$ cat config.mk
export PLATFORM = sky130hd
export DESIGN_NAME = serial_frame_rx_deframer
export DESIGN_NICKNAME = d
export VERILOG_FILES = /design/src/design/sfrd_pkg.sv /design/src/design/sfrd_core.sv /design/src/design/sfrd_out_stage.sv /design/src/design/serial_frame_rx_deframer.sv
export SDC_FILE = /design/constraint.sdc
export NUM_CORES = 1
export LEC_CHECK = 0
export ABC_AREA = 0
export CORE_MARGIN = 1.5
export CORE_UTILIZATION = 58
export DETAILED_ROUTE_END_ITERATION = 10
export DONT_BUFFER_PORTS = 1
export PLACE_DENSITY = 0.76
export SLEW_MARGIN = 10
export SYNTH_ARGS = -nofsm -noshare
export SYNTH_HDL_FRONTEND = slang
export SYNTH_SLANG_ARGS = --single-unit
$ cat constraint.sdc
create_clock -name clk -period 4.65 [get_ports clk]
set_clock_uncertainty 0.15 [all_clocks]
set_input_delay 0.6975 -clock clk [delete_from_list [all_inputs] [get_ports clk]]
set_output_delay 0.6975 -clock clk [all_outputs]
set_load 0.01 [all_outputs]
$ cat src/design/sfrd_pkg.sv
// Shared types and constants for the serial frame receive deframer.
`timescale 1ns / 1ps

package sfrd_pkg;

  localparam int unsigned OP_W     = 2;
  localparam int unsigned SAMPLE_W = 8;
  localparam int unsigned STATUS_W = 3;
  localparam int unsigned BYTE_W   = 8;
  localparam int unsigned INDEX_W  = 11;
  localparam int unsigned TICKS_W  = 16;
  localparam int unsigned OUT_DATA_W = 24;  // byte + index, padded to whole bytes

  localparam logic [SAMPLE_W-1:0] START_MASK    = 8'b1111_1100;
  localparam logic [SAMPLE_W-1:0] LOW_MASK      = 8'b0000_0011;
  localparam logic [SAMPLE_W-1:0] START_PATTERN = 8'b1000_0100;
  localparam logic [INDEX_W-1:0]  BASE_LENGTH   = 11'd5;
  localparam logic [TICKS_W-1:0]  TIMEOUT_RESET = 16'd5000;
  localparam logic [TICKS_W-1:0]  TICKS_MAX     = 16'hFFFF;

  // Operation codes carried on the input tuser
  typedef enum logic [OP_W-1:0] {
    OP_ARM    = 2'd0,
    OP_SAMPLE = 2'd1,
    OP_TICK   = 2'd2
  } op_t;

  // Result status codes carried on the output tuser
  typedef enum logic [STATUS_W-1:0] {
    ST_BYTE     = 3'd0,
    ST_SUM_OK   = 3'd1,
    ST_SUM_BAD  = 3'd2,
    ST_TIMEOUT  = 3'd3,
    ST_SYNC_ERR = 3'd4
  } status_t;

  // Receiver state, one-hot
  typedef enum logic [2:0] {
    RX_INACTIVE = 3'b001,
    RX_HUNT     = 3'b010,
    RX_DATA     = 3'b100
  } rx_state_t;

  // One result handed from the core to the output stage
  typedef struct packed {
    logic                valid;
    status_t             status;
    logic [BYTE_W-1:0]   pbyte;
    logic [INDEX_W-1:0]  index;
  } result_t;

endpackage

$ cat src/design/sfrd_core.sv
// Deframer state and per-transaction result logic.
`timescale 1ns / 1ps

module sfrd_core (
  input  logic                      clk,
  input  logic                      rst,
  input  logic                      accept,
  input  logic [sfrd_pkg::OP_W-1:0] op,
  input  logic [sfrd_pkg::SAMPLE_W-1:0] sample,
  input  logic                      cfg_we,
  input  logic [sfrd_pkg::TICKS_W-1:0] cfg_data,
  output sfrd_pkg::result_t         res
);
  import sfrd_pkg::*;

  rx_state_t             state, state_next;
  logic [SAMPLE_W-1:0]   prev_sample, prev_sample_next;
  logic [BYTE_W-1:0]     running_xor, running_xor_next;
  logic [INDEX_W-1:0]    byte_count, byte_count_next;
  logic [INDEX_W-1:0]    frame_length, frame_length_next;
  logic [TICKS_W-1:0]    idle_ticks, idle_ticks_next;
  logic [TICKS_W-1:0]    timeout_ticks;

  logic [TICKS_W-1:0]    idle_inc;
  logic [INDEX_W-1:0]    count_inc;
  logic [BYTE_W-1:0]     pbyte;

  // Saturating tick count, next byte position and reassembled byte
  assign idle_inc  = (idle_ticks == TICKS_MAX) ? idle_ticks : idle_ticks + 1'b1;
  assign count_inc = byte_count + 1'b1;
  assign pbyte     = {prev_sample[1:0], sample[SAMPLE_W-1:2]};

  // Next state and result for one accepted transaction
  always_comb begin
    state_next        = state;
    prev_sample_next  = prev_sample;
    running_xor_next  = running_xor;
    byte_count_next   = byte_count;
    frame_length_next = frame_length;
    idle_ticks_next   = idle_ticks;
    res               = '0;
    if (accept) begin
      case (op_t'(op))
        OP_ARM: begin
          state_next        = RX_HUNT;
          prev_sample_next  = '0;
          running_xor_next  = '0;
          byte_count_next   = '0;
          frame_length_next = BASE_LENGTH;
          idle_ticks_next   = '0;
        end
        OP_TICK: begin
          if (state != RX_INACTIVE) begin
            idle_ticks_next = idle_inc;
            if (idle_inc > timeout_ticks) begin
              state_next = RX_INACTIVE;
              res.valid  = 1'b1;
              res.status = ST_TIMEOUT;
            end
          end
        end
        OP_SAMPLE: begin
          if (state != RX_INACTIVE) begin
            idle_ticks_next = '0;
            if (state == RX_HUNT) begin
              if ((sample & START_MASK) == START_PATTERN) begin
                state_next        = RX_DATA;
                byte_count_next   = '0;
                frame_length_next = BASE_LENGTH;
                running_xor_next  = '0;
                prev_sample_next  = sample;
              end else begin
                res.valid  = 1'b1;
                res.status = ST_SYNC_ERR;
              end
            end else begin
              prev_sample_next = sample;
              byte_count_next  = count_inc;
              res.valid        = 1'b1;
              res.pbyte        = pbyte;
              res.index        = byte_count;
              res.status       = ST_BYTE;
              running_xor_next = running_xor ^ pbyte;
              if (count_inc == INDEX_W'(1)) begin
                // header byte holds the word count
                frame_length_next = BASE_LENGTH + {1'b0, pbyte, 2'b00};
              end else if (count_inc == frame_length) begin
                // checksum byte closes the frame
                state_next       = RX_INACTIVE;
                running_xor_next = running_xor;
                res.status       = (running_xor == pbyte) ? ST_SUM_OK : ST_SUM_BAD;
              end
            end
          end
        end
        default: begin
        end
      endcase
    end
  end

  // State registers
  always_ff @(posedge clk) begin
    if (rst) begin
      state         <= RX_INACTIVE;
      prev_sample   <= '0;
      running_xor   <= '0;
      byte_count    <= '0;
      frame_length  <= BASE_LENGTH;
      idle_ticks    <= '0;
      timeout_ticks <= TIMEOUT_RESET;
    end else begin
      state        <= state_next;
      prev_sample  <= prev_sample_next;
      running_xor  <= running_xor_next;
      byte_count   <= byte_count_next;
      frame_length <= frame_length_next;
      idle_ticks   <= idle_ticks_next;
      if (cfg_we) begin
        timeout_ticks <= cfg_data;
      end
    end
  end

`ifndef SYNTH
  // Inside a frame the position never reaches the frame length
  a_count_in_range: assert property (@(posedge clk) disable iff (rst)
    (state == RX_DATA) |-> (byte_count < frame_length))
    else $error("byte_count reached frame_length inside a frame");

  // While hunting for a start no bytes have been counted
  a_hunt_clear: assert property (@(posedge clk) disable iff (rst)
    (state == RX_HUNT) |-> (byte_count == '0))
    else $error("byte_count not clear while hunting");

  // An inactive receiver gives no result for samples or ticks
  a_inactive_quiet: assert property (@(posedge clk) disable iff (rst)
    (accept && state == RX_INACTIVE) |-> !res.valid)
    else $error("result produced while inactive");

  // A frame-ending result leaves the receiver inactive
  a_end_inactive: assert property (@(posedge clk) disable iff (rst)
    (res.valid && (res.status == ST_SUM_OK || res.status == ST_SUM_BAD
                   || res.status == ST_TIMEOUT)) |=> (state == RX_INACTIVE))
    else $error("receiver still active after frame end");
`endif

endmodule

$ cat src/design/sfrd_out_stage.sv
// Output result register with stream handshake.
`timescale 1ns / 1ps

module sfrd_out_stage (
  input  logic                              clk,
  input  logic                              rst,
  input  sfrd_pkg::result_t                 res,
  output logic                              can_load,
  output logic                              m_tvalid,
  input  logic                              m_tready,
  output logic [sfrd_pkg::OUT_DATA_W-1:0]   m_tdata,
  output logic [sfrd_pkg::STATUS_W-1:0]     m_tuser
);
  import sfrd_pkg::*;

  result_t held;

  // Space for a new result when empty or draining this cycle
  assign can_load = !m_tvalid || m_tready;

  // Result register
  always_ff @(posedge clk) begin
    if (rst) begin
      m_tvalid <= 1'b0;
    end else if (can_load) begin
      m_tvalid <= res.valid;
    end
  end

  always_ff @(posedge clk) begin
    if (can_load && res.valid) begin
      held <= res;
    end
  end

  assign m_tdata = {(OUT_DATA_W - BYTE_W - INDEX_W)'(0), held.index, held.pbyte};
  assign m_tuser = held.status;

endmodule

$ cat src/design/serial_frame_rx_deframer.sv
// Top level of the serial frame receive deframer.
//
//  channel  dir  handshake          payload
//  s_*      in   s_tvalid/s_tready  s_tuser = op, s_tdata = sample
//  m_*      out  m_tvalid/m_tready  m_tuser = status, m_tdata = byte, index
//  cfg_*    in   cfg_valid/cfg_ready cfg_data = timeout_ticks
//
// One transaction per cycle while s_tready is high; any result appears on m_* in the cycle after accept.
// The rate is set by the single result register: s_tready drops only while a
// result is held and m_tready is low.
// Reset is synchronous: receiver inactive, timeout_ticks 5000.
// Config writes are always taken (cfg_ready is high).
`timescale 1ns / 1ps

module serial_frame_rx_deframer (
  input  logic        clk,
  input  logic        rst,
  input  logic        s_tvalid,
  output logic        s_tready,
  input  logic [7:0]  s_tdata,   // [7:0] sample
  input  logic [1:0]  s_tuser,   // [1:0] op
  output logic        m_tvalid,
  input  logic        m_tready,
  output logic [23:0] m_tdata,   // [7:0] frame byte, [18:8] byte_index, [23:19] zero
  output logic [2:0]  m_tuser,   // [2:0] status
  input  logic        cfg_valid,
  output logic        cfg_ready,
  input  logic [15:0] cfg_data   // [15:0] timeout_ticks
);
  import sfrd_pkg::*;

  result_t res;
  logic    can_load;
  logic    accept;

  assign s_tready  = can_load;
  assign accept    = s_tvalid && s_tready;
  assign cfg_ready = 1'b1;

  // Receiver state and result logic
  sfrd_core u_core (
    .clk      (clk),
    .rst      (rst),
    .accept   (accept),
    .op       (s_tuser),
    .sample   (s_tdata),
    .cfg_we   (cfg_valid && cfg_ready),
    .cfg_data (cfg_data),
    .res      (res)
  );

  // Result register
  sfrd_out_stage u_out (
    .clk      (clk),
    .rst      (rst),
    .res      (res),
    .can_load (can_load),
    .m_tvalid (m_tvalid),
    .m_tready (m_tready),
    .m_tdata  (m_tdata),
    .m_tuser  (m_tuser)
  );

endmodule

## Word level (Yosys, flattened, before mapping)

Index checks and enable logic that the tools add are counted.
W data, S select, Z words.

| operators by class | value |
|---|---|
| $add $sub $neg | 3 |
| multipliers | 0 |
| div/mod/pow operators | 0 |
| magnitude comparators | 1 |
| equality and inequality tests | 17 |
| shift operators | 0 |
| multiplexer cells | 43 |
| bitwise logic cells | 4 |
| reductions and logical operators | 13 |

Operators by type and width:

| kind | count |
|---|---|
| $mux W11 | 7 |
| $mux W16 | 3 |
| $pmux W16 S3 | 1 |
| $mux W23 | 2 |
| $pmux W11 S2 | 2 |
| $mux W8 | 5 |
| $mux W19 | 2 |
| $mux W3 | 9 |
| $add A16 B1 Y16 const B | 1 |
| $eq A16 B16 Y1 const B | 1 |
| $gt A16 B16 Y1 | 1 |
| $mux W4 | 4 |
| $pmux W8 S2 | 1 |
| $add A11 B1 Y11 const B | 1 |
| $add A3 B10 Y11 const A | 1 |
| $eq A11 B1 Y1 const B | 1 |
| $eq A11 B11 Y1 | 1 |
| $reduce_and A5 Y1 | 2 |
| $ne A3 B1 Y1 const B | 3 |
| $pmux W3 S3 | 1 |
| $eq A8 B8 Y1 | 1 |
| $mux W2 | 4 |
| $pmux W4 S2 | 1 |
| $reduce_and A4 Y1 | 2 |
| other kinds (19) | 24 |

| word-level totals | value |
|---|---|
| register bits | 90 |
| bits in latches | 0 |
| bits in writable memories | 0 |
| ROM bits | 0 |
| word-level logic and storage cells | 92 |
| memories kept | 0 |

## Longest topological paths before layout

Gate-level depths: netlist (run 1).

| logic depth | value |
|---|---|
| depth in word-level cells | 9 |
| gate-level depth with buffers | 14 |

## Cells and area by module

From an unflattened synthesis (run 1), not the netlist that was laid out.

| second synthesis, totals | value |
|---|---|
| cells, all modules | 611 |
| area, all modules | 5221.3 µm² |

Modules (own cells, without submodules):

| module | instances | cells an instance | area each (µm²) |
|---|---|---|---|
| sfrd_core | 1 | 575 | 4446.8 |
| sfrd_out_stage | 1 | 33 | 757.0 |
| serial_frame_rx_deframer | 1 | 3 | 17.5 |

## Worst setup path before layout (run 1)

No wires, ideal clock.

| path | value |
|---|---|
| path kind | register -> register |
| from | register u_core.idle_ticks[3] |
| to | register u_out.held (netlist bit u_out.m_tdata[0]) (enable) |
| library setup time | 410 ps |
| data arrival time | 4144 ps |
| required time | 4090 ps |
| slack | -54 ps |
| cell stages (with the launch flop) | 13 |
| buffers on the path | 1 |
| period minus slack after synthesis | 4704 ps |
| path through | dfxtp_1 -> and4_1 -> nand4_1 -> o41a_1 -> clkbuf_1 -> and3_1 -> xor2_1 -> ha_1 -> nand4_1 -> nor4_1 -> a21boi_0 -> o311ai_0 -> a21oi_1 |

| on the way | value |
|---|---|
| longest elaborated chain between the ends | 8 |

RTL lines:

| item | line | RTL |
|---|---|---|
| from (decl) | sfrd_core.sv:21 | `logic [TICKS_W-1:0] idle_ticks, idle_ticks_next;` |
| from (signal assigned) | sfrd_core.sv:118 | `idle_ticks <= idle_ticks_next;` |
| $add A16 B1 Y16 or $eq A16 B16 Y1 (tied branches) | sfrd_core.sv:29 | `assign idle_inc = (idle_ticks == TICKS_MAX) ? idle_ticks : idle_ticks + 1'b1;` |
| $mux W16 * | sfrd_core.sv:29 |  |
| $gt A16 B16 Y1 * | sfrd_core.sv:55 | `if (idle_inc > timeout_ticks) begin` |
| $mux W4 * | sfrd_core.sv:55 |  |
| $mux W4 * | sfrd_core.sv:53 | `if (state != RX_INACTIVE) begin` |
| $pmux W4 S2 * | sfrd_core.sv:43 | `case (op_t'(op))` |
| $mux W23 * | sfrd_core.sv:42 | `if (accept) begin` |
| $logic_and A1 B1 Y1 * | sfrd_out_stage.sv:31 | `if (can_load && res.valid) begin` |
| to (signal assigned) | sfrd_out_stage.sv:32 | `held <= res;` |
| to (decl) | sfrd_out_stage.sv:16 | `result_t held;` |

Every way passes the cells marked *; elsewhere a longest branch is shown, timed or not.
A chain may end at the register's enable or synchronous reset.

## Worst setup path after layout (run 1)

| path | value |
|---|---|
| from | register u_core.idle_ticks[3] |
| to | register u_out.held (netlist bit u_out.m_tdata[17]) (enable) |

The elaborated chain is that of the path after synthesis.

==> reports/results.txt, run 1 <==
Post-synth ARST share -> 0%
Fmax -> 0.231 GHz
Buf+Inv Stages, Crit Path -> 1
Final period util -> 93.1%
Max Root-Sink Buffers -> 2
Setup violations, final -> 0
Largest net degree at the start of global routing -> 69
Drt via density -> 6.28
Chip Height -> 99.3 um
Worst path max stage delay -> 0.45 ns
Detailed router's first-iteration violation count -> 271
Clock Tree Root -> clkbuf_8
RSZ-0062 raised after global routing -> no
Reg area -> 1980 um^2
Vias in the first global route -> 4403
Crit-path cells -> and4_1 > nand4_1 > nor3_2 > nand4_1 > mux2_2 > ha_1 > nand4_1 > nor4_2 > a21boi_0 > o311ai_0 > a21oi_2 > buf_12
Total Power -> 1.51 mW
Sink Count -> 88
Int Pwr -> 1.14 mW
Remaining DRCs -> 0
Flops & latches, synth -> 88
Leakage Power -> 2.03 nW
CP delay by family, top -> simple AND/OR/NAND/NOR gates
R2R depth -> 12
Post-DR wirelength/cell -> 16.9 um
Syn Std Cell Area -> 5380 um^2
Slowest CP cell -> dfxtp_1
Commonest register cell after synthesis -> dfxtp_1
Min cycle time layout -> 4.33 ns
CORE AREA -> 8850 um^2
Crit start category -> register
Crit. End Element -> register
Net Sw Power -> 364 uW
Num CTS Buffers -> 9
Max VDD drop -> 147 uV
Gr usage total -> 25.9%
Metal3 WL -> 867 um
Routability cong. -> 0.857
Nets -> 688
Share of cells above drive strength 1 -> 6.44%
End of the critical path -> u_out.m_tdata[17]
Worst EP required -> 4.56 ns
Via count -> 4680
EDFF count, synth -> 22
Endpoints failing hold -> 0
Headroom to the max-slew limit -> 46.4%
DR top layer -> met4
Num rows -> 34
WL final -> 12600 um
Clk slew on worst S/H paths -> 0.09 ns
Reg-to-reg endpoint -> u_out.m_tdata[17]
Max Cap Viol -> 0
Critical path launch point -> u_core.idle_ticks[3]
Final TNS setup -> 0 ns
# port buffers -> 0
Hold path depth -> 1
Ports -> 61
Clk network pwr share -> 38.5%
Syn Area/Cell -> 8.27 um^2
CP max FO -> 20
Power share of the sequential group -> 53.5%
DP Area -> 5370 um^2
Fillers -> 756
Sw Share -> 24.1%
H-tree Lvls -> 3
Pwr Density -> 268 nW/um^2
Worst EP arrival -> 4.24 ns
Slew Limit Fails -> 0
Synth top area share -> 24.5%
Status -> complete, no violations
CP dominant cell by count -> nand4_1
Area Overhead vs Synth -> 4.39%
Register area share after synthesis -> 36.8%
Synth top area cells -> dfxtp_1 25%, edfxtp_1 12%, ha_1 5.8%, a21oi_1 5.2%, nor2_1 4.2%
Die W -> 99.3 um
Crit path kind -> register to register
HP Class -> primary input to register
Ant. Diodes -> 0
Multi-input gate area -> 3100 um^2
Crit path depth -> 12
Iteration count of the initial detailed-routing pass -> 5
Routed length on met1 -> 5810 um
Finished Core Util -> 63.5%
CTS tree -> yes
Skew-Pair Late Insertion Delay -> 0.36 ns
Reg2reg start -> u_core.idle_ticks[3]
WL met2 -> 5730 um
CTS Hold Bufs -> 0
Starting Density -> 60.8%
Combinational power share -> 8.0%
First-pass GRT wire length -> 20900 um
Synth warnings -> 0
Post-DP HPWL -> 8830 um
Slew @ Worst Pin -> 0.784 ns
Synth cell types -> 68
GRT overflow -> 0
Yosys top cell by area -> dfxtp_1
Initial antenna violation count -> 0
Finished Cell Area -> 5620 um^2
Antenna-violating nets left -> 0
Die ar. -> 9870 um^2
Mapped Cells -> 651
R2R Setup Slk -> 0.32 ns
==> power by group through the flow <==
| stage | registers [mW] | logic, mW | clock network, mW |
|---|---|---|---|
| after floorplan | 0.821 | 0.107 | 0 |
| after global placement | 0.823 | 0.115 | 0 |
| after detailed placement | 0.824 | 0.117 | 0 |
| after CTS | 0.806 | 0.118 | 0.590 |
| after global routing | 0.808 | 0.133 | 0.617 |
| final | 0.806 | 0.121 | 0.581 |
==> registers in the layout (all words and copies together) (netlist names) <==
register	cells
u_out.m_tdata	19
u_core.idle_ticks	16
u_core.timeout_ticks	16
u_core.byte_count	11
u_core.frame_length	9
u_core.running_xor	8
u_core.state	3
u_out.m_tuser	3
u_core.prev_sample	2
u_out.m_tvalid	1
==> repair_timing <==
action / in CTS / in global routing
resized for setup: 0 / 2
setup buffers: 0 / 3
endpoints found under the setup margin: 0 / 21
==> cell type report <==
| class | count | share of cell area, % |
|---|---|---|
| Sequential cell | 88 | 35.3 |
| Inverter | 29 | 1.94 |
| Clock buffer | 11 | 2.34 |
| Multi-Input combinational cell | 495 | 55.2 |
| Timing Repair Buffer | 9 | 1.42 |
| Tap cell | 108 | 2.40 |
| Clock inverter | 5 | 1.47 |
==> per-stage QoR <==
| step | hold slack [ns] | worst slack, ns | std cells |
|---|---|---|---|
| after global routing | 0.239 | 0.0657 | 745 |
| final | 0.267 | 0.319 | 745 |
| after detailed placement | 0.303 | 0.305 | 726 |
| after global placement | 0.294 | 0.500 | 726 |
| after CTS | 0.239 | 0.274 | 742 |
| after floorplan | 0.287 | 0.355 | 655 |
==> cell usage after synthesis, types with 4 or more instances <==
cell type  count
and3_1         9
nor4_1         5
dfxtp_1       66
nor3_1        32
and4_1         4
or3_1          5
nand2b_1      18
a21oi_1       56
a21o_1         7
inv_1         28
mux2i_1       13
a211oi_1       7
xnor2_1       17
o21ai_0       19
o211ai_1       9
clkbuf_1      22
nand4_1       17
buf_2         10
xor2_1         8
buf_4          7
a22oi_1        8
nor2_1        60
o21ai_1        8
edfxtp_1      22
nand3_1       23
nand3b_1       6
o21a_1         6
nand2_1       56
and2_1        17
nor2b_1        6
ha_1          25
==> worst reg2reg max path, delay by kind of cell (launching register included) <==
family | cells | cell delay (ns)
AOI/OAI and AO/OA | 3 | 0.94
adders and majority gates | 1 | 0.31
buffers and inverters | 1 | 0.21
DFF | 1 | 0.45
and+or+nand+nor | 6 | 1.65
muxes | 1 | 0.32
==> routing by layer <==
layer  vias to the layer above  GRT usage [%]
li1                       2279              -
met1                      2197           35.4
met2                       187           41.3
met3                        17           5.20
met4                         0           8.88
met5                         -              0
==> worst min-delay path by stage <==
| stage | startpoint | endpoint | slack, ns |
|---|---|---|---|
| 2_1_floorplan | u_core.running_xor[1] | u_core.running_xor[1] | 0.29 |
| 3_3_place_gp | u_core.running_xor[2] | u_core.running_xor[2] | 0.29 |
| 3_5_place_dp | u_core.running_xor[5] | u_core.running_xor[5] | 0.30 |
| 4_1_cts | rst | u_core.timeout_ticks[10] | 0.24 |
| 5_1_grt | rst | u_core.byte_count[0] | 0.24 |
| 6_report | rst | u_core.prev_sample[1] | 0.27 |
==> cells in the final DEF, fill, tap and decap left out, drive strengths merged, types with 22 or more instances in the layout <==
cell,instances
dfxtp,66
nor2,60
a21oi,57
nand2,56
nor3,33
inv,29
o21ai,28
ha,25
nand3,23
edfxtp,22
==> cells by family after synthesis <==
kind of cell               after synthesis  share of synthesized area [%]
AOI/OAI and AO/OA                      145                           16.9
xor gates and xnor gates                25                           4.07
adders and majority gates               25                           5.81
buffers and inverters                   72                           6.16
DFF                                     88                           36.8
muxes                                   16                           3.04
other                                    2                          0.139
and+or+nand+nor                        278                           27.1
Note: power is estimated with default switching activity, not from simulation.
==> run 2: changes to the inputs <==
- MAX_ROUTING_LAYER: not set -> met4
==> reports/results.txt, run 2 (synthesized netlist as in run 1, its figures left out) <==
Routability cong. -> 0.865 (was 0.857)
Min cycle time layout -> 4.38 ns (was 4.33 ns)
Post-DP HPWL -> 8770 um (was 8830 um)
Remaining DRCs -> 0 (unchanged)
Via count -> 4604 (was 4680)
Chip Height -> 99.3 um (unchanged)
Area Overhead vs Synth -> 3.88% (was 4.39%)
Share of cells above drive strength 1 -> 5.97% (was 6.44%)
First-pass GRT wire length -> 20600 um (was 20900 um)
Starting Density -> 60.8% (unchanged)
Max Cap Viol -> 0 (unchanged)
Gr usage total -> 26.5% (was 25.9%)
Largest net degree at the start of global routing -> 69 (unchanged)
HP Class -> primary input to register (unchanged)
CORE AREA -> 8850 um^2 (unchanged)
Drt via density -> 6.19 (was 6.28)
DP Area -> 5370 um^2 (unchanged)
GRT overflow -> 0 (unchanged)
Finished Core Util -> 63.2% (was 63.5%)
Fin cells -> 744 (was 745)
Crit start category -> register (unchanged)
Endpoints failing hold -> 0 (unchanged)
Worst EP required -> 4.56 ns (about the same)
Clk slew on worst S/H paths -> 0.09 ns (about the same)
Commonest non-fill, non-tap cell in the layout -> dfxtp_1 (unchanged)
Final period util -> 94.2% (was 93.1%)
Final TNS setup -> 0 ns (unchanged)
Sink Count -> 88 (unchanged)
Detailed router's first-iteration violation count -> 321 (was 271)
Headroom to the max-slew limit -> 46.7% (was 46.4%)
Num CTS Buffers -> 9 (unchanged)
Ant. Diodes -> 0 (unchanged)
Vias in the first global route -> 4251 (was 4403)
Crit. End Element -> register (unchanged)
Post-DR wirelength/cell -> 16.7 um (was 16.9 um)
Slew @ Worst Pin -> 0.779 ns (was 0.784 ns)
Clock Tree Root -> clkbuf_8 (unchanged)
Max VDD drop -> 174 uV (was 147 uV)
Commonest non-fill, non-tap cells in the layout -> 66 x dfxtp_1, 60 x nor2_1, 56 x nand2_1 (unchanged)
Crit path kind -> register to register (unchanged)
Iteration count of the initial detailed-routing pass -> 7 (was 5)
CTS tree -> yes (unchanged)
Worst EP arrival -> 4.29 ns (was 4.24 ns)
Die W -> 99.3 um (unchanged)
Leakage Power -> 2.03 nW (about the same)
Max Root-Sink Buffers -> 2 (unchanged)
Pwr Density -> 263 nW/um^2 (was 268 nW/um^2)
Antenna-violating nets left -> 0 (unchanged)
H-tree Lvls -> 3 (unchanged)
# port buffers -> 0 (unchanged)
Placed Instances -> 726 (unchanged)
Nets -> 687 (was 688)
Initial antenna violation count -> 0 (unchanged)
Slew Limit Fails -> 0 (unchanged)
Finished Cell Area -> 5590 um^2 (was 5620 um^2)
RSZ-0062 raised after global routing -> no (unchanged)
Fmax -> 0.228 GHz (was 0.231 GHz)
Number of flip-flops under the largest register name -> 19 (unchanged)
WL final -> 12400 um (was 12600 um)
CP max FO -> 20 (unchanged)
Fillers -> 748 (was 756)
Skew-Pair Late Insertion Delay -> 0.35 ns (was 0.36 ns)
Setup violations, final -> 0 (unchanged)
Status -> complete, no violations (unchanged)
Num rows -> 34 (unchanged)
Ports -> 61 (unchanged)
Die ar. -> 9870 um^2 (unchanged)
run 2: final cells by class:
cell class	count	area, um^2	share of cell area [%]
multi-input combinational	495	3100	55.3
clock buffer	14	163	2.91
clock inverter	2	36.3	0.649
sequential	88	1980	35.4
inverter	29	109	1.95
timing repair buffer	8	72.6	1.30
tap	108	135	2.42
run 2: final timing paths:
| check | from | to | slack, ns | depth (start not counted) |
|---|---|---|---|---|
| max | u_core.idle_ticks[3] | u_out.m_tdata[0] | 0.27 | 14 |
| min | rst | u_core.frame_length[9] | 0.27 | 1 |
| max reg2reg | u_core.idle_ticks[3] | u_out.m_tdata[0] | 0.27 | 14 |
| min reg2reg | u_core.running_xor[4] | u_core.running_xor[4] | 0.31 | 2 |
run 2: where the power goes:
group | switching (mW) | internal [mW] | total [mW] | leakage (nW)
Sequential | 0.0104 | 0.796 | 0.806 | 0.719
Combinational | 0.0751 | 0.0450 | 0.120 | 1.21
Clock | 0.265 | 0.280 | 0.545 | 0.101
run 2: critical path, stage by stage (launching register included):
cell and delay [ns]:
dfxtp_1 0.44, and4_1 0.29, nand4_1 0.26, nor3_1 0.32, buf_4 0.18, and3_1 0.20, nor2_1 0.07, a31oi_1 0.23
ha_1 0.19, nand4_1 0.22, nor4_2 0.40, a21boi_0 0.28, o311ai_0 0.29, a21oi_2 0.35, buf_12 0.22
run 2: metal layers:
layer	share of wire [%]	vias to the layer above	wire length [um]	track usage (%)
met2	46	179	5720	41.4
met1	46	2129	5680	35.3
met4	1.4	0	172	7.37
met3	7.0	19	868	5.34
li1	-	2277	-	-
met5	0	-	0	-
run 2: through the flow:
stage	hold slack [ns]	power (mW)	worst slack, ns
after floorplan	0.287	0.928	0.355
after global placement	0.294	0.938	0.478
after detailed placement	0.306	0.942	0.352
after CTS	0.246	1.48	0.311
after global routing	0.251	1.52	0.00564
final	0.275	1.47	0.269
run 2: timing repair:
action                     CTS  global route
gates resized for setup      0             1
setup endpoints to repair    0            20
hold buffers                 0             0
buffers inserted             0             2
